==> config.mk <==
export PLATFORM = sky130hd
export DESIGN_NAME = time_text_to_minutes_parser_unit
export DESIGN_NICKNAME = d
export VERILOG_FILES = /design/src/rtl/ttmp_pkg.sv /design/src/rtl/ttmp_front.sv /design/src/rtl/ttmp_core.sv /design/src/rtl/ttmp_out.sv /design/src/rtl/time_text_to_minutes_parser_unit.sv
export VERILOG_INCLUDE_DIRS = /design/src /design/src/rtl
export SDC_FILE = /design/constraint.sdc
export NUM_CORES = 1
export LEC_CHECK = 0
export BUFFER_PORTS_ARGS = -buffer_cell sky130_fd_sc_hd__buf_2
export CAP_MARGIN = 20
export CORE_MARGIN = 5
export CORE_UTILIZATION = 43
export DETAILED_ROUTE_END_ITERATION = 8
export HOLD_SLACK_MARGIN = 0.02
export PLACE_DENSITY = 0.63
export SETUP_SLACK_MARGIN = 0.05
export SLEW_MARGIN = 10
export SYNTH_ARGS = -nofsm -noshare
export SYNTH_HDL_FRONTEND = slang
export SYNTH_SLANG_ARGS = --single-unit
==> constraint.sdc <==
create_clock -name clk -period 14.41 [get_ports clk]
set_input_delay 1.441 -clock clk [delete_from_list [all_inputs] [get_ports clk]]
set_output_delay 1.441 -clock clk [all_outputs]
set_load 0.02 [all_outputs]
==> src/rtl/time_text_to_minutes_parser_unit_defines.svh <==
// Assertion helpers for the parser RTL.
// Both expect signals named clk and rst_n in the module that uses them.
`ifndef TIME_TEXT_TO_MINUTES_PARSER_UNIT_DEFINES_SVH
`define TIME_TEXT_TO_MINUTES_PARSER_UNIT_DEFINES_SVH

// Same-cycle implication.
`define TTM_ASSERT_IMP(lbl, pre, post, msg) \
  lbl: assert property (@(posedge clk) disable iff (!rst_n) (pre) |-> (post)) \
    else $error(msg);

// Next-cycle implication.
`define TTM_ASSERT_NXT(lbl, pre, post, msg) \
  lbl: assert property (@(posedge clk) disable iff (!rst_n) (pre) |=> (post)) \
    else $error(msg);

`endif

==> src/rtl/ttmp_pkg.sv <==
`default_nettype none
package ttmp_pkg;

  localparam int MAX_CHARS = 80;

  localparam logic [1:0] MODE_TOD   = 2'd0;
  localparam logic [1:0] MODE_MIL   = 2'd1;
  localparam logic [1:0] MODE_WORDS = 2'd2;

  localparam logic [2:0] ST_OK     = 3'd0;
  localparam logic [2:0] ST_NONNUM = 3'd1;
  localparam logic [2:0] ST_MIN59  = 3'd2;
  localparam logic [2:0] ST_DIGITS = 3'd3;
  localparam logic [2:0] ST_SEC    = 3'd4;
  localparam logic [2:0] ST_BIG    = 3'd5;

  typedef enum logic [10:0] {
    PH_LEAD  = 11'b000_0000_0001,
    PH_WORD  = 11'b000_0000_0010,
    PH_HOURS = 11'b000_0000_0100,
    PH_MIN   = 11'b000_0000_1000,
    PH_SEC   = 11'b000_0001_0000,
    PH_SUF   = 11'b000_0010_0000,
    PH_TOK   = 11'b000_0100_0000,
    PH_ZSKIP = 11'b000_1000_0000,
    PH_ZONE  = 11'b001_0000_0000,
    PH_KW    = 11'b010_0000_0000,
    PH_DONE  = 11'b100_0000_0000
  } phase_t;

  // One classified character as the front hands it over.
  typedef struct packed {
    logic [7:0] ch;
    logic [7:0] lc;
    logic [3:0] dig;
    logic       is_digit;
    logic       is_space;
    logic       is_colon;
    logic       is_end;
    logic       last;
  } sym_t;

  // Parse state of one string.
  typedef struct packed {
    phase_t      phase;
    logic [15:0] hacc;
    logic [9:0]  hhi;
    logic [6:0]  macc;
    logic [1:0]  dcnt;
    logic [3:0]  kpos;
    logic [3:0]  cand;
    logic [2:0]  sflag;
    logic [1:0]  zsel;
    logic [2:0]  err;
    logic        sat;
  } ps_t;

  localparam sym_t SYM_END = '{ch: 8'd0, lc: 8'd0, dig: 4'd0, is_digit: 1'b0,
                               is_space: 1'b0, is_colon: 1'b0, is_end: 1'b1,
                               last: 1'b1};

  function automatic ps_t ps_clear();
    ps_t n;
    n = '0;
    n.phase = PH_LEAD;
    n.cand  = 4'hF;
    return n;
  endfunction

  function automatic ps_t ps_fin(ps_t s, logic [15:0] v, logic [2:0] st);
    ps_t n;
    n = s;
    n.err   = st;
    n.hacc  = (st != ST_OK) ? 16'd0 : v;
    n.phase = PH_DONE;
    return n;
  endfunction

  function automatic logic [7:0] word_char(logic mid, logic [3:0] pos);
    logic [7:0] c;
    c = 8'd0;
    if (mid) begin
      case (pos)
        4'd0: c = "m";
        4'd1: c = "i";
        4'd2: c = "d";
        4'd3: c = "n";
        4'd4: c = "i";
        4'd5: c = "g";
        4'd6: c = "h";
        4'd7: c = "t";
        default: c = 8'd0;
      endcase
    end else begin
      case (pos)
        4'd0: c = "n";
        4'd1: c = "o";
        4'd2: c = "o";
        4'd3: c = "n";
        default: c = 8'd0;
      endcase
    end
    return c;
  endfunction

  function automatic logic [7:0] hour_char(logic [1:0] pos);
    logic [7:0] c;
    case (pos)
      2'd0: c = "h";
      2'd1: c = "o";
      2'd2: c = "u";
      2'd3: c = "r";
      default: c = 8'd0;
    endcase
    return c;
  endfunction

  // Suffixes in try order: pm, p.m., a.m., am.
  function automatic logic [3:0] sfx_len(logic [1:0] i);
    logic [3:0] l;
    case (i)
      2'd0: l = 4'd2;
      2'd1: l = 4'd4;
      2'd2: l = 4'd4;
      2'd3: l = 4'd2;
      default: l = 4'd0;
    endcase
    return l;
  endfunction

  function automatic logic [7:0] sfx_char(logic [1:0] i, logic [1:0] pos);
    logic [7:0] c;
    case ({i, pos})
      4'b00_00: c = "p";
      4'b00_01: c = "m";
      4'b01_00: c = "p";
      4'b01_01: c = ".";
      4'b01_10: c = "m";
      4'b01_11: c = ".";
      4'b10_00: c = "a";
      4'b10_01: c = ".";
      4'b10_10: c = "m";
      4'b10_11: c = ".";
      4'b11_00: c = "a";
      4'b11_01: c = "m";
      default:  c = 8'd0;
    endcase
    return c;
  endfunction

  // Hundreds digit of a value below 1000.
  function automatic logic [3:0] div100(logic [9:0] x);
    logic [3:0] q;
    q = 4'd0;
    for (int k = 1; k < 10; k++) begin
      if (x >= 10'(k * 100)) q = 4'(k);
    end
    return q;
  endfunction

  // Advance the parse state by one symbol, following the forward chain
  // of phases that the same symbol may pass through.
  function automatic ps_t ps_feed(ps_t s, sym_t y, logic [1:0] mode);
    ps_t         n;
    logic        m0, m2, go_hr, go_kw, go_suf, go_z, nd, big, hit;
    logic [21:0] v, h60;
    logic [19:0] t;
    logic [9:0]  tt, r10;
    logic [3:0]  hi, cnd, lw;
    logic [1:0]  sel;
    logic [15:0] off;
    n      = s;
    m0     = (mode == MODE_TOD);
    m2     = (mode == MODE_WORDS);
    go_hr  = 1'b0;
    go_kw  = 1'b0;
    go_suf = 1'b0;
    go_z   = 1'b0;
    nd     = 1'b0;
    big    = 1'b0;
    hit    = 1'b0;
    v      = '0;
    h60    = '0;
    t      = '0;
    tt     = '0;
    r10    = '0;
    hi     = '0;
    cnd    = '0;
    lw     = '0;
    sel    = '0;
    off    = '0;

    if (s.phase == PH_LEAD) begin
      if (!y.is_space) begin
        if (y.is_end) begin
          n = ps_fin(n, 16'd0, ST_OK);
        end else if (y.is_digit) begin
          n.hacc  = '0;
          n.hhi   = '0;
          n.macc  = '0;
          n.sat   = 1'b0;
          n.phase = PH_HOURS;
          go_hr   = 1'b1;
        end else if (m0 && (y.lc == "n" || y.lc == "m")) begin
          n.cand  = {3'b000, (y.lc == "m")};
          n.kpos  = 4'd1;
          n.phase = PH_WORD;
        end else begin
          n = ps_fin(n, 16'd0, ST_NONNUM);
        end
      end
    end

    if (s.phase == PH_WORD) begin
      lw = s.cand[0] ? 4'd8 : 4'd4;
      if (s.kpos < lw && y.lc == word_char(s.cand[0], s.kpos)) begin
        if (s.kpos + 4'd1 >= lw) n = ps_fin(n, s.cand[0] ? 16'd1440 : 16'd720, ST_OK);
        else n.kpos = s.kpos + 4'd1;
      end else begin
        n = ps_fin(n, 16'd0, ST_NONNUM);
      end
    end

    if (s.phase == PH_HOURS || go_hr) begin
      if (y.is_digit) begin
        t = {4'b0, n.hacc} * 20'd10 + {16'b0, y.dig};
        if (t > 20'hFFFF) begin
          n.sat  = 1'b1;
          n.hacc = 16'hFFFF;
        end else begin
          n.hacc = t[15:0];
        end
        // Keep hours split as hundreds and last two digits.
        tt     = {3'b0, n.macc} * 10'd10 + {6'b0, y.dig};
        hi     = div100(tt);
        r10    = tt - {6'b0, hi} * 10'd100;
        n.macc = r10[6:0];
        n.hhi  = n.hhi * 10'd10 + {6'b0, hi};
      end else if (y.is_colon) begin
        n.macc  = '0;
        n.dcnt  = '0;
        n.phase = PH_MIN;
      end else if (m2) begin
        if (n.sat) begin
          n = ps_fin(n, 16'd0, ST_BIG);
        end else begin
          n.kpos  = '0;
          n.phase = PH_KW;
          go_kw   = 1'b1;
        end
      end else if (!n.sat && n.hacc != 16'd0 && n.hacc < 16'd24) begin
        nd = 1'b1;
        v  = {6'b0, n.hacc} * 22'd60;
      end else if (n.macc > 7'd59) begin
        n = ps_fin(n, 16'd0, ST_MIN59);
      end else begin
        nd  = 1'b1;
        v   = {12'b0, n.hhi} * 22'd60 + {15'b0, n.macc};
        big = n.sat;
      end
    end

    if (s.phase == PH_MIN) begin
      if (s.dcnt == 2'd0) begin
        if (!y.is_digit) begin
          n = ps_fin(n, 16'd0, ST_NONNUM);
        end else begin
          n.macc = {3'b0, y.dig};
          n.dcnt = 2'd1;
        end
      end else if (s.dcnt == 2'd1 && y.is_digit) begin
        n.macc = s.macc * 7'd10 + {3'b0, y.dig};
        n.dcnt = 2'd2;
      end else if (s.macc > 7'd59) begin
        n = ps_fin(n, 16'd0, ST_MIN59);
      end else if (y.is_digit) begin
        n = ps_fin(n, 16'd0, ST_DIGITS);
      end else if (y.is_colon) begin
        n.dcnt  = '0;
        n.phase = PH_SEC;
      end else begin
        nd  = 1'b1;
        v   = {6'b0, s.hacc} * 22'd60 + {15'b0, s.macc};
        big = s.sat;
      end
    end

    if (s.phase == PH_SEC) begin
      if (s.dcnt < 2'd2) begin
        if (!y.is_digit) n = ps_fin(n, 16'd0, ST_SEC);
        else n.dcnt = s.dcnt + 2'd1;
      end else if (y.is_digit) begin
        n = ps_fin(n, 16'd0, ST_SEC);
      end else begin
        nd  = 1'b1;
        v   = {6'b0, s.hacc} * 22'd60 + {15'b0, s.macc};
        big = s.sat;
      end
    end

    if (nd) begin
      if (big || v > 22'hFFFF) begin
        n = ps_fin(n, 16'd0, ST_BIG);
      end else if (!m0) begin
        n = ps_fin(n, v[15:0], ST_OK);
      end else if (v == 22'd0) begin
        n = ps_fin(n, 16'd0, ST_OK);
      end else if (v > 22'd1440) begin
        n = ps_fin(n, 16'd0, ST_BIG);
      end else begin
        n.hacc  = v[15:0];
        n.sflag = '0;
        n.phase = PH_SUF;
        go_suf  = 1'b1;
      end
    end

    if (s.phase == PH_KW || go_kw) begin
      if (!(n.kpos == 4'd0 && y.ch == " ")) begin
        if (n.kpos < 4'd4 && y.ch == hour_char(n.kpos[1:0])) begin
          if (n.kpos == 4'd3) begin
            h60 = {6'b0, n.hacc} * 22'd60;
            if (h60 > 22'hFFFF) n = ps_fin(n, 16'd0, ST_BIG);
            else n = ps_fin(n, h60[15:0], ST_OK);
          end else begin
            n.kpos = n.kpos + 4'd1;
          end
        end else begin
          n = ps_fin(n, n.hacc, ST_OK);
        end
      end
    end

    if (s.phase == PH_SUF || go_suf) begin
      if (!(n.sflag == 3'd0 && y.ch == " ")) begin
        cnd[0] = (n.sflag == 3'd0) && (y.lc == "p");
        cnd[1] = (n.sflag <= 3'd1) && (y.lc == "p");
        cnd[2] = (n.sflag <= 3'd2) && (y.lc == "a");
        cnd[3] = (n.sflag <= 3'd3) && (y.lc == "a");
        if (cnd != 4'd0) begin
          n.cand  = cnd;
          n.kpos  = 4'd1;
          n.phase = PH_TOK;
        end else begin
          n.phase = PH_ZSKIP;
          go_z    = 1'b1;
        end
      end
    end

    if (s.phase == PH_TOK) begin
      for (int i = 0; i < 4; i++) begin
        cnd[i] = s.cand[i] && (s.kpos < sfx_len(2'(i))) &&
                 (y.lc == sfx_char(2'(i), s.kpos[1:0]));
      end
      if (cnd == 4'd0) begin
        n = ps_fin(n, s.hacc, ST_OK);
      end else begin
        for (int i = 0; i < 4; i++) begin
          if (!hit && cnd[i] && sfx_len(2'(i)) == s.kpos + 4'd1) begin
            hit = 1'b1;
            sel = 2'(i);
          end
        end
        if (hit) begin
          if (s.hacc >= 16'd780) begin
            n = ps_fin(n, 16'd0, ST_BIG);
          end else begin
            if (sel < 2'd2) begin
              if (s.hacc < 16'd720) n.hacc = s.hacc + 16'd720;
            end else begin
              if (s.hacc >= 16'd720) n.hacc = s.hacc - 16'd720;
            end
            n.sflag = {1'b0, sel} + 3'd1;
            n.phase = PH_SUF;
          end
        end else begin
          n.cand = cnd;
          n.kpos = s.kpos + 4'd1;
        end
      end
    end

    if (s.phase == PH_ZSKIP || go_z) begin
      if (y.ch != " ") begin
        if (y.lc == "m" || y.lc == "c" || y.lc == "e") begin
          n.zsel  = (y.lc == "m") ? 2'd1 : ((y.lc == "c") ? 2'd2 : 2'd3);
          n.kpos  = 4'd1;
          n.phase = PH_ZONE;
        end else begin
          n = ps_fin(n, n.hacc, ST_OK);
        end
      end
    end

    if (s.phase == PH_ZONE) begin
      if (s.kpos == 4'd1 && (y.lc == "d" || y.lc == "s")) begin
        n.kpos = 4'd2;
      end else if (s.kpos == 4'd2 && y.lc == "t") begin
        off = {14'b0, s.zsel} * 16'd60;
        n = ps_fin(n, (s.hacc >= off) ? s.hacc - off : s.hacc + 16'd1440 - off, ST_OK);
      end else begin
        n = ps_fin(n, s.hacc, ST_OK);
      end
    end

    return n;
  endfunction

endpackage
`default_nettype wire

==> src/rtl/ttmp_front.sv <==
`default_nettype none
module ttmp_front import ttmp_pkg::*; (
  input  wire logic       clk,
  input  wire logic       rst_n,
  input  wire logic       in_valid,
  output logic            in_ready,
  input  wire logic [7:0] in_char,
  input  wire logic       in_last,
  output logic            q_valid,
  output sym_t            q_sym,
  input  wire logic       q_pop
);

  localparam logic [6:0] CHAR_LIMIT = 7'(MAX_CHARS - 1);

  logic [6:0] ccnt_r, ccnt_nxt;
  sym_t       slot_r [2];
  logic       wp_r, wp_nxt, rp_r, rp_nxt;
  logic [1:0] cnt_r, cnt_nxt;
  logic       push;
  logic [7:0] ch;
  sym_t       sym;

  assign in_ready = (cnt_r != 2'd2);
  assign push     = in_valid && in_ready;
  assign q_valid  = (cnt_r != 2'd0);
  assign q_sym    = slot_r[rp_r];

  // A nul or an over-long string reads as end of text.
  always_comb begin
    ch = ((in_char == 8'd0) || (ccnt_r >= CHAR_LIMIT)) ? 8'd0 : in_char;
    sym.ch       = ch;
    sym.lc       = (ch inside {[8'h41:8'h5A]}) ? ch + 8'd32 : ch;
    sym.is_digit = (ch inside {[8'h30:8'h39]});
    sym.dig      = ch[3:0];
    sym.is_space = (ch == " ");
    sym.is_colon = (ch == ":");
    sym.is_end   = (ch == 8'd0);
    sym.last     = in_last;
  end

  always_comb begin
    ccnt_nxt = ccnt_r;
    if (push) begin
      if (in_last) ccnt_nxt = '0;
      else if (ccnt_r < CHAR_LIMIT) ccnt_nxt = ccnt_r + 7'd1;
    end
    wp_nxt  = push ? ~wp_r : wp_r;
    rp_nxt  = q_pop ? ~rp_r : rp_r;
    cnt_nxt = cnt_r + {1'b0, push} - {1'b0, q_pop};
  end

  always_ff @(posedge clk) begin
    if (!rst_n) begin
      ccnt_r <= '0;
      wp_r   <= 1'b0;
      rp_r   <= 1'b0;
      cnt_r  <= '0;
    end else begin
      ccnt_r <= ccnt_nxt;
      wp_r   <= wp_nxt;
      rp_r   <= rp_nxt;
      cnt_r  <= cnt_nxt;
    end
  end

  always_ff @(posedge clk) begin
    if (push) slot_r[wp_r] <= sym;
  end

endmodule
`default_nettype wire

==> src/rtl/ttmp_core.sv <==
`default_nettype none
module ttmp_core import ttmp_pkg::*; (
  input  wire logic       clk,
  input  wire logic       rst_n,
  input  wire logic [1:0] mode,
  input  wire logic       q_valid,
  input  sym_t            q_sym,
  output logic            q_pop,
  output logic            snap_push,
  output ps_t             snap_data,
  input  wire logic       snap_ready
);

  ps_t st_r, st_nxt;
  ps_t fed;

  assign fed       = ps_feed(st_r, q_sym, mode);
  assign snap_data = fed;

  // Hand the state after the last character to the back stage, restart.
  always_comb begin
    q_pop     = q_valid && (!q_sym.last || snap_ready);
    snap_push = 1'b0;
    st_nxt    = st_r;
    if (q_pop) begin
      if (q_sym.last) begin
        snap_push = 1'b1;
        st_nxt    = ps_clear();
      end else begin
        st_nxt = fed;
      end
    end
  end

  always_ff @(posedge clk) begin
    if (!rst_n) st_r <= ps_clear();
    else st_r <= st_nxt;
  end

endmodule
`default_nettype wire

==> src/rtl/ttmp_out.sv <==
`default_nettype none
`include "time_text_to_minutes_parser_unit_defines.svh"
module ttmp_out import ttmp_pkg::*; (
  input  wire logic        clk,
  input  wire logic        rst_n,
  input  wire logic [1:0]  mode,
  input  wire logic        snap_push,
  input  ps_t              snap_data,
  output logic             snap_ready,
  output logic             out_valid,
  input  wire logic        out_ready,
  output logic [15:0]      out_minutes,
  output logic [2:0]       out_status
);

  logic        snap_v_r, snap_v_nxt;
  ps_t         snap_r, snap_nxt;
  logic        out_v_r, out_v_nxt;
  logic [15:0] out_min_r, out_min_nxt;
  logic [2:0]  out_st_r, out_st_nxt;
  logic        out_load;
  ps_t         res;

  // Close the string with an end-of-text symbol.
  assign res        = ps_feed(snap_r, SYM_END, mode);
  assign out_load   = snap_v_r && (!out_v_r || out_ready);
  assign snap_ready = !snap_v_r || out_load;

  always_comb begin
    snap_v_nxt  = snap_v_r;
    snap_nxt    = snap_r;
    out_v_nxt   = out_v_r;
    out_min_nxt = out_min_r;
    out_st_nxt  = out_st_r;
    if (snap_ready) begin
      snap_v_nxt = snap_push;
      snap_nxt   = snap_data;
    end
    if (out_load) begin
      out_v_nxt   = 1'b1;
      out_min_nxt = res.hacc;
      out_st_nxt  = res.err;
    end else if (out_ready) begin
      out_v_nxt = 1'b0;
    end
  end

  always_ff @(posedge clk) begin
    if (!rst_n) begin
      snap_v_r <= 1'b0;
      out_v_r  <= 1'b0;
    end else begin
      snap_v_r <= snap_v_nxt;
      out_v_r  <= out_v_nxt;
    end
  end

  always_ff @(posedge clk) begin
    snap_r    <= snap_nxt;
    out_min_r <= out_min_nxt;
    out_st_r  <= out_st_nxt;
  end

  assign out_valid   = out_v_r;
  assign out_minutes = out_min_r;
  assign out_status  = out_st_r;

  `TTM_ASSERT_IMP(a_err_zero, out_v_r && out_st_r != ST_OK, out_min_r == 16'd0, "error with minutes")
  `TTM_ASSERT_IMP(a_st_range, out_v_r, out_st_r <= ST_BIG, "status out of range")
  `TTM_ASSERT_NXT(a_load_shows, out_load, out_v_r, "loaded result not shown")

endmodule
`default_nettype wire

==> src/rtl/time_text_to_minutes_parser_unit.sv <==
// Time text to minutes parser.
// in_*  : one character per item; in_tdata is the ASCII code, in_tlast marks
//         the final character of a string. One result item per string.
// out_* : out_tdata is the time in minutes, out_tuser the status
//         (0 ok, 1 non-numeric, 2 minutes over 59, 3 too many digits,
//         4 bad seconds, 5 too large). Minutes read 0 whenever status is not 0.
// cfg_* : parse mode write (0 time of day, 1 military interval, 2 interval
//         with hour words); write only while no string is in flight.
// Throughput: one character per cycle, strings back to back, while the result
// side takes results. The front classifies each character into a two-entry
// queue, the core updates the parse state once per character, and the back
// stage closes the string and holds the result register. The last
// character's parse state is registered as a snapshot before it is closed.
// When out_tready is low the result holds, the back stage and queue fill,
// then in_tready drops. Reset clears the queue, the parse state, the
// pending result and sets the mode to time of day.
`default_nettype none
module time_text_to_minutes_parser_unit import ttmp_pkg::*; (
  input  wire logic        clk,
  input  wire logic        rst_n,
  input  wire logic        in_tvalid,
  output logic             in_tready,
  input  wire logic [7:0]  in_tdata,   // [7:0] char_code
  input  wire logic        in_tlast,   // is_last
  output logic             out_tvalid,
  input  wire logic        out_tready,
  output logic [15:0]      out_tdata,  // [15:0] minutes_value
  output logic [2:0]       out_tuser,  // [2:0] status_code
  input  wire logic        cfg_valid,
  output logic             cfg_ready,
  input  wire logic [1:0]  cfg_data    // [1:0] parse_mode
);

  logic [1:0] mode_r, mode_nxt;
  logic       q_valid, q_pop;
  sym_t       q_sym;
  logic       snap_push, snap_ready;
  ps_t        snap_data;

  // Always take mode writes.
  assign cfg_ready = 1'b1;
  assign mode_nxt  = (cfg_valid && cfg_ready) ? cfg_data : mode_r;

  always_ff @(posedge clk) begin
    if (!rst_n) mode_r <= MODE_TOD;
    else mode_r <= mode_nxt;
  end

  ttmp_front u_front (
    .clk      (clk),
    .rst_n    (rst_n),
    .in_valid (in_tvalid),
    .in_ready (in_tready),
    .in_char  (in_tdata),
    .in_last  (in_tlast),
    .q_valid  (q_valid),
    .q_sym    (q_sym),
    .q_pop    (q_pop)
  );

  ttmp_core u_core (
    .clk        (clk),
    .rst_n      (rst_n),
    .mode       (mode_r),
    .q_valid    (q_valid),
    .q_sym      (q_sym),
    .q_pop      (q_pop),
    .snap_push  (snap_push),
    .snap_data  (snap_data),
    .snap_ready (snap_ready)
  );

  ttmp_out u_out (
    .clk         (clk),
    .rst_n       (rst_n),
    .mode        (mode_r),
    .snap_push   (snap_push),
    .snap_data   (snap_data),
    .snap_ready  (snap_ready),
    .out_valid   (out_tvalid),
    .out_ready   (out_tready),
    .out_minutes (out_tdata),
    .out_status  (out_tuser)
  );

endmodule
`default_nettype wire

-- Yosys cells after proc, flatten, opt, wreduce, memory -nomap -nowiden
Memory sizes are Yosys's and may differ from the RTL's. A register that Yosys moved wholly into a read port is not among the register bits.
Cells that the tools add are included.
- flip-flop bits (word level): 160
- RAM bits: 50
- bits in read-only memories: 80
- input port bits: 16
- output and inout bits: 22
- word-level logic and storage cells: 661
- memories: 3
- $add $sub $neg: 27
- multipliers: 14
- $lt $le $gt $ge: 52
- equal/unequal tests: 66
- muxes and demuxes: 348
- bitwise logic cells: 2
- reduce and logical (&&, ||, !) cells: 118
- memory list (name ; depth ; width ; read ports ; clocked after memory_dff ; wr ports ; line ; RTL):
    u_front.slot_r ; 2 ; 25 ; 1 ; 1 ; 1 ; ttmp_front.sv:17 ; sym_t slot_r [2];
    (no name shown) ; 8 ; 5 ; 1 ; 1 ; 0 ; ttmp_pkg.sv:83 ; case (pos)
    (no name shown) ; 8 ; 5 ; 1 ; 1 ; 0 ; ttmp_pkg.sv:83 ;
- operators with widths (operator ; count):
    2-to-1 mux 63 bit ; 46
    2-to-1 mux 22 bit ; 24
    2-to-1 mux 52 bit ; 6
    2-to-1 mux 46 bit ; 6
    2-to-1 mux 8 bit ; 26
    2-to-1 mux 4 bit ; 40
    2-to-1 mux 16 bit ; 9
    2-to-1 mux 35 bit ; 4
    2-to-1 mux 11 bit ; 12
    multiplier 16 x 4 -> 20 bit, second input constant ; 6
    2-to-1 mux 1 bit ; 113
    one-hot mux 8 bit (3 select lines) ; 4
    > comparator 22 x 16 -> 1 bit, second input constant ; 4
    2-to-1 mux 44 bit ; 2
    one-hot mux 7 bit (2 select lines) ; 6
    2-to-1 mux 27 bit ; 3
    2-to-1 mux 37 bit ; 2
    equality test 8 x 7 -> 1 bit, second input constant ; 9
    2-to-1 mux 33 bit ; 2
    greater-or-equal comparator 16 x 10 -> 1 bit, second input constant ; 4
    logical NOT 8 bit ; 8
    one-hot mux 8 bit (4 select lines) ; 2
    logical AND 1 bit ; 53
    equality test 8 bit ; 6
    84 further kinds ; 230

-- Logic depth before layout (Yosys ltp)
Gate-level depths: netlist (run 1).
- word-level depth: 70
- mapped depth: 54
- mapped depth without buffers: 49

-- By module
A second synthesis (run 1) with hierarchy kept.
- cell total of the unflattened synthesis: 3865
- area, all modules: 31975.7 sq um
- by module, submodules not included (module ; instances ; cells each ; area each (sq um) ; seq. area each (sq um)):
    ttmp_core ; 1 ; 2716 ; 20412.1 ; 1361.3
    ttmp_out ; 1 ; 979 ; 9425.3 ; 2262.2
    ttmp_front ; 1 ; 162 ; 2054.5 ; 1201.2
    time_text_to_minutes_parser_unit ; 1 ; 8 ; 83.8 ; 40.0

-- Least setup slack after synthesis (run 1)
OpenSTA, ideal clock, no wires.
- kind: reg2reg
- start: reg u_core.st_r[13] (netlist bit)
- end: reg u_core.st_r[43] (netlist bit)
- data arrival time: 11196 ps
- data required time: 14350 ps
- slack: 3154 ps
- cell stages (with the launch flop): 45
- buffers on the path: 3
- period minus slack after synthesis: 11256 ps
- path through: dfxtp_1 -> ha_1 -> xnor2_1 -> ha_1 -> a21bo_2 -> a21oi_1 -> nand2b_1 -> and2_1 -> clkbuf_1 -> and2_1 -> clkbuf_1 -> nand2_1 -> inv_1 -> fa_1 -> fa_1 -> ha_1 -> o21ai_0 -> o21ai_0 -> [... 9 more ...] -> fa_1 -> fa_1 -> ha_1 -> a21oi_1 -> o21bai_1 -> a21oi_1 -> o21bai_1 -> a21oi_1 -> o21ai_0 -> o41ai_1 -> mux2_2 -> nor4_1 -> and2_1 -> clkbuf_1 -> a22o_1 -> a21oi_1 -> o22ai_1 -> a22o_1
- RTL lines (item ; line ; RTL):
    start, declared ; ttmp_core.sv:14 ; ps_t st_r, st_nxt;
    start signal, assigned ; ttmp_core.sv:36 ; if (!rst_n) st_r <= ps_clear();
    start signal, assigned ; ttmp_core.sv:37 ; else st_r <= st_nxt;

==> flow_metrics.py, run 1 <==
metrics = {
    "die": {
        "pin_count": 38,
        "die_h_um": 271,
        "initial_utilization_pct": 43.5,
        "coreArea_um2": 67400,
        "design.die.area_um2": 73400,
        "row_count": 95,
        "die_w_um": 271,
    },
    "synth": {
        "syn-num-nets": 4075,
        "ys_seq_area_share_pct": 16.6,
        "synth_cell_types": 107,
        "syn_area_um2": 29300,
        "synth-main-ff-cell": "edfxtp_1",
        "yosysTopAreaCell": "ha_1",
        "async_flop_share_pct": 0,
        "synth_edf_count": 106,
        "synth_top_area_share_pct": 14.9,
        "synthTopCellsByArea": "ha_1, fa_1, edfxtp_1",
        "synth_area_per_cell_um2": 8.33,
        "netlist_instances": 3514,
        "ys_warn_count": 0,
        "ys_seq_elements": 190,
    },
    "placement": {
        "gp_congestion": 1.04,
        "dp_hpwl_um": 77600,
        "place_ws_ns": 0.709,
        "port_buffers": 36,
        "dpl_cell_area_um2": 30500,
        "dp.cells": 4367,
    },
    "cells_and_area": {
        "syn_to_final_growth_pct": 6.31,
        "fillCellCount": 6642,
        "drive_gt1_share_pct": 5.56,
        "fin_nets": 4074,
        "diodes": 0,
        "ff_latch_area_um2": 4870,
        "final_area_um2": 31100,
        "layout_common_cells": "ha_1, nand2_1, inv_1",
        "final_util_pct": 46.2,
        "layout_commonest_cell": "ha_1",
        "multi_input_area_um2": 22900,
        "finalNonFillerCells": 4399,
    },
    "power_and_ir_drop": {
        "power_frac_seq_pct": 34.9,
        "ir_drop_mv": 0.0907,
        "p_clk_share_pct": 27.2,
        "power_switching_mw": 0.824,
        "p_leak_nw": 14.2,
        "combPwrFrac_pct": 37.9,
        "intPower_mw": 1.11,
        "power_mw": 1.93,
        "swShare_pct": 42.6,
        "power_density_nw_per_um2": 62.1,
    },
    "route": {
        "drt-initial-drc-count": 2611,
        "drc": 0,
        "drt-wirelength-per-cell_um": 21.7,
        "routed_wl_um": 95500,
        "postRouteAntennaNets": 0,
        "first_pass_iters": 6,
        "vias": 26500,
        "vias_per_cell": 6.04,
    },
    "sta": {
        "report.final.slew_viol_count": 0,
        "rsz0062_at_grt": "no",
        "fin_ws_ns": 1.01,
        "tns_ns": 0,
        "timing.final.crit_share_pct": 93.0,
        "relSlewSlack_pct": 26.8,
        "hold_viol": 0,
        "setup_violations": 0,
        "max_freq_mhz": 74.6,
        "fin_skew_ns": 0.0247,
        "tightest_slew_ns": 1.07,
        "timing.hold.ws_ns": 0.485,
        "finalCriticalPeriod_ns": 13.40,
    },
    "worst_setup_path": {
        "cpMaxStageDelayCell": "and2_1",
        "crit_arrival_ns": 13.85,
        "slowest_delay_ns": 0.59,
        "cp-end-kind": "flop",
        "start_kind": "flop",
        "critPathKind": "flop to flop",
        "cp.required_ns": 14.86,
        "critPathMaxFanout": 18,
    },
    "global_routing": {
        "grt.total_usage_pct": 25.3,
        "grt_max_degree": 57,
        "grt_pass1_vias": 24800,
        "grt_pass1_wl_um": 147000,
        "antenna_found_initial": 0,
        "overflow": 0,
    },
    "clocking": {
        "clock_latency_ns": 0.51,
        "cts-root-buf": "clkbuf_16",
        "clkTransAtPathRegs_ns": 0.09,
        "numCtsBuffers": 17,
        "cts.sinks": 190,
        "cts_max_path_buffers": 2,
        "h-tree-depth": 4,
        "cts_tree": "done",
    },
    "status": {
        "status": "completed",
    },
    "run": {
        "cap_viol_max_count": 0,
    },
    "hold_path": {
        "min_path_type": "flop to flop",
    },
}
synthesized netlist by cell type (22+ instances only):
cell and n:
clkbuf_1 84, a22o_1 25, nand2b_1 39, nor4_1 26, or2_2 24, nor3_1 94, o211ai_1 28, xor2_1 73
nand3_1 84, mux2i_1 25, nand4_1 46, o31ai_1 22, o21a_1 34, fa_1 196, inv_1 304, a21o_1 64
edfxtp_1 106, nand2_1 306, nor3b_1 27, xnor2_1 148, a211oi_1 38, o21ai_0 206, a31oi_1 36, or3_1 23
o21bai_1 26, a21oi_1 214, and3_1 32, o22ai_1 32, and2_1 55, nor2_1 260, nor2b_1 75, a22oi_1 45
ha_1 349, dfxtp_1 84
path summary, 6_finish.rpt:
| path | cells past startpoint | from | slack [ns] | end |
|---|---|---|---|---|
| min reg2reg | 1 | u_out.snap_v_r$_SDFFE_PN0N_ | 0.48 | u_out.out_valid$_SDFFE_PN0P_ |
| max | 44 | flop | 1.01 | u_core.st_r[43]$_SDFFE_PN0P_ |
| min | 1 | u_out.snap_v_r$_SDFFE_PN0N_ | 0.48 | u_out.out_valid$_SDFFE_PN0P_ |
| max reg2reg | 44 | flop | 1.01 | u_core.st_r[43]$_SDFFE_PN0P_ |
power groups by stage:
stage          sequential, mW  clock [mW]  combinational [mW]
2_1_floorplan           0.669           0               0.501
3_3_place_gp            0.684           0               0.713
3_5_place_dp            0.686           0               0.714
4_1_cts                 0.674       0.537               0.718
5_1_grt                 0.681       0.558               0.790
6_report                0.675       0.525               0.732
critical path, delay by kind of cell (launching register included):
kind | cells | cell delay, ns
buffers and inverters | 4 | 1.00
and+or+nand+nor | 11 | 3.55
AOI/OAI and AO/OA | 21 | 4.71
DFF | 1 | 0.55
muxes | 2 | 0.93
adders and majority gates | 6 | 2.59
registers in the layout (all words and copies together) (netlist names), named ones only:
| name | flops |
|---|---|
| u_core.st_r | 63 |
| u_out.snap_r | 55 |
| u_front.slot_r | 32 |
| u_out.out_minutes | 16 |
| u_front.ccnt_r | 7 |
| u_out.out_status | 3 |
| mode_r | 2 |
| u_front.cnt_r | 2 |
| u_front.rp_r | 1 |
| u_front.wp_r | 1 |
| u_out.out_valid | 1 |
| u_out.snap_v_r | 1 |
cell type report:
cell class	instances	area share (%)
clock buffers	17	1.37
clock inverters	15	0.663
flip-flops and latches	190	15.6
multi-input cells	2918	73.5
well taps	873	3.51
repair buffers	80	1.64
inverters	306	3.69
per-layer routing:
layer	track usage (%)	wire, µm	vias to the layer above
li1	-	-	12600
met1	35.0	41700	12700
met2	39.8	42300	1013
met3	3.23	6820	194
met4	10.9	4720	0
met5	0	0	-
cells by family after synthesis:
logic type	count (synthesis)	synth area share [%]
adders and majority gates	546	28.3
buffers and inverters	406	5.33
other	1	0.0128
xor gates and xnor gates	221	6.61
and+or+nand+nor	1150	19.6
muxes	39	1.44
DFF	190	16.6
AOI/OAI and AO/OA	961	22.0
what timing repair did:
item / in CTS / in global routing
endpoints found under the setup margin: 0 / 26
gates resized for setup: 0 / 2
buffers inserted: 0 / 0
hold buffers: 0 / 0
Note: power is estimated with default switching activity, not from simulation.
==> inputs of run 2 (changes only) <==
CAP_MARGIN = not set   (was 20)
CELL_PAD_IN_SITES_DETAIL_PLACEMENT = 1   (was not set)
CELL_PAD_IN_SITES_GLOBAL_PLACEMENT = 1   (was not set)
PLACE_DENSITY = 0.77   (was 0.63)
TNS_END_PERCENT = 20   (was not set)
==> flow_metrics.py, run 2 (synthesis gave the netlist of run 1 again) <==
metrics = {
    "status": {
        "status": "completed",
    },
    "global_routing": {
        "grt_pass1_wl_um": 161000,
        "antenna_found_initial": 6,
        "grt_max_degree": 57,
        "grt_pass1_vias": 28000,
        "overflow": 0,
        "grt.total_usage_pct": 27.4,
    },
    "cells_and_area": {
        "fillCellCount": 8092,
        "top_register": "u_core.st_r",
        "ff_latch_area_um2": 4870,
        "reg_top3": "u_core.st_r x63, u_out.snap_r x55, u_front.slot_r x32",
        "final_util_pct": 46.4,
        "multi_input_area_um2": 22900,
        "drive_gt1_share_pct": 5.91,
        "largest_register_ffs": 63,
        "layout_common_cells": "ha_1, nand2_1, inv_1",
        "fin_nets": 4084,
        "layout_commonest_cell": "ha_1",
        "syn_to_final_growth_pct": 6.69,
        "final_area_um2": 31200,
    },
    "worst_setup_path": {
        "start_kind": "flop",
        "slowest_delay_ns": 0.61,
        "crit_arrival_ns": 14.00,
        "cp_common_cell": "fa_1",
        "critPathMaxFanout": 16,
        "cp.required_ns": 14.87,
        "cpMaxStageDelayCell": "dfxtp_2",
        "cp-end-kind": "flop",
        "critPathKind": "flop to flop",
    },
    "sta": {
        "rsz0062_at_grt": "no",
        "tightest_slew_ns": 1.21,
        "max_freq_mhz": 73.9,
        "setup_violations": 0,
        "hold_viol": 0,
        "finalCriticalPeriod_ns": 13.53,
        "relSlewSlack_pct": 19.5,
        "tns_ns": 0,
        "timing.final.crit_share_pct": 93.9,
        "fin_skew_ns": 0.0278,
        "timing.hold.ws_ns": 0.472,
        "report.final.slew_viol_count": 0,
    },
    "clocking": {
        "cts-root-buf": "clkbuf_16",
        "cts_max_path_buffers": 2,
        "h-tree-depth": 4,
        "clkTransAtPathRegs_ns": 0.09,
        "clock_latency_ns": 0.52,
        "hold_buffers": 0,
        "numCtsBuffers": 17,
        "cts_tree": "done",
        "cts.sinks": 190,
    },
    "placement": {
        "dpl_cell_area_um2": 30600,
        "port_buffers": 36,
        "dp_hpwl_um": 84100,
        "gp_congestion": 0.998,
    },
    "die": {
        "coreArea_um2": 67400,
        "initial_utilization_pct": 43.5,
        "die_h_um": 271,
        "die_w_um": 271,
        "row_count": 95,
        "pin_count": 38,
        "design.die.area_um2": 73400,
    },
    "route": {
        "vias": 27300,
        "drt-wirelength-per-cell_um": 23.3,
        "vias_per_cell": 6.19,
        "drt-initial-drc-count": 1916,
        "drc": 0,
        "postRouteAntennaNets": 0,
        "routed_wl_um": 103000,
        "first_pass_iters": 7,
    },
    "power_and_ir_drop": {
        "ir_drop_mv": 0.101,
        "power_density_nw_per_um2": 62.7,
        "p_leak_nw": 14.2,
        "power_mw": 1.96,
    },
    "hold_path": {
        "min_path_type": "flop to flop",
    },
    "run": {
        "cap_viol_max_count": 0,
    },
}
==> run 2: critical path, delay by kind of cell, from the launching register on <==
family                     cells  cell delay [ns]
buffers and inverters          4             1.25
adders and majority gates      6             2.57
and+or+nand+nor                9             3.04
muxes                          2             0.92
DFF                            1             0.61
AOI/OAI and AO/OA             21             4.76
xor gates and xnor gates       1             0.33
==> run 2: repair_timing <==
action / in CTS / in global routing
endpoints found under the setup margin: 0 / 32
buffers inserted: 0 / 0
resized for setup: 0 / 4
==> run 2: power by group <==
group	switching, mW	total (mW)	internal (mW)
combinational	0.510	0.747	0.236
clock	0.275	0.533	0.258
sequential	0.0577	0.681	0.623
total	0.843	1.96	1.12
==> run 2: worst paths after layout <==
kind / from / to / slack [ns] / cells after the start
hold / removal: u_core.st_r[1]$_SDFFE_PN0P_ / u_core.st_r[1]$_SDFFE_PN0P_ / 0.47 / 2
hold reg to reg: u_core.st_r[1]$_SDFFE_PN0P_ / u_core.st_r[1]$_SDFFE_PN0P_ / 0.47 / 2
setup / recovery: flop / u_core.st_r[46]$_SDFFE_PN0P_ / 0.88 / 43
setup reg to reg: flop / u_core.st_r[46]$_SDFFE_PN0P_ / 0.88 / 43
==> run 2: routing by layer <==
metal / up-vias / routed length (µm) / GRT usage, %
li1: 12600 / - / -
met1: 13600 / 43800 / 35.8
met2: 853 / 49400 / 46.7
met3: 207 / 5930 / 3.68
met4: 0 / 3610 / 9.48
met5: - / 0 / 0
==> run 2: final cells by class <==
cell class / instances / area share, %
diodes: 2 / 0.0160
clock inverters: 15 / 0.717
clock buffers: 17 / 1.36
repair buffers: 90 / 1.87
well taps: 873 / 3.50
multi-input cells: 2918 / 73.3
flip-flops and latches: 190 / 15.6
inverters: 306 / 3.68
==> run 2: through the flow <==
stage / std cells / setup WS, ns
after floorplan: 3514 / 3.15
after global placement: 4377 / 0.678
after detailed placement: 4377 / 0.196
after CTS: 4409 / 0.0910
after global routing: 4411 / 0.0715
final: 4411 / 0.876
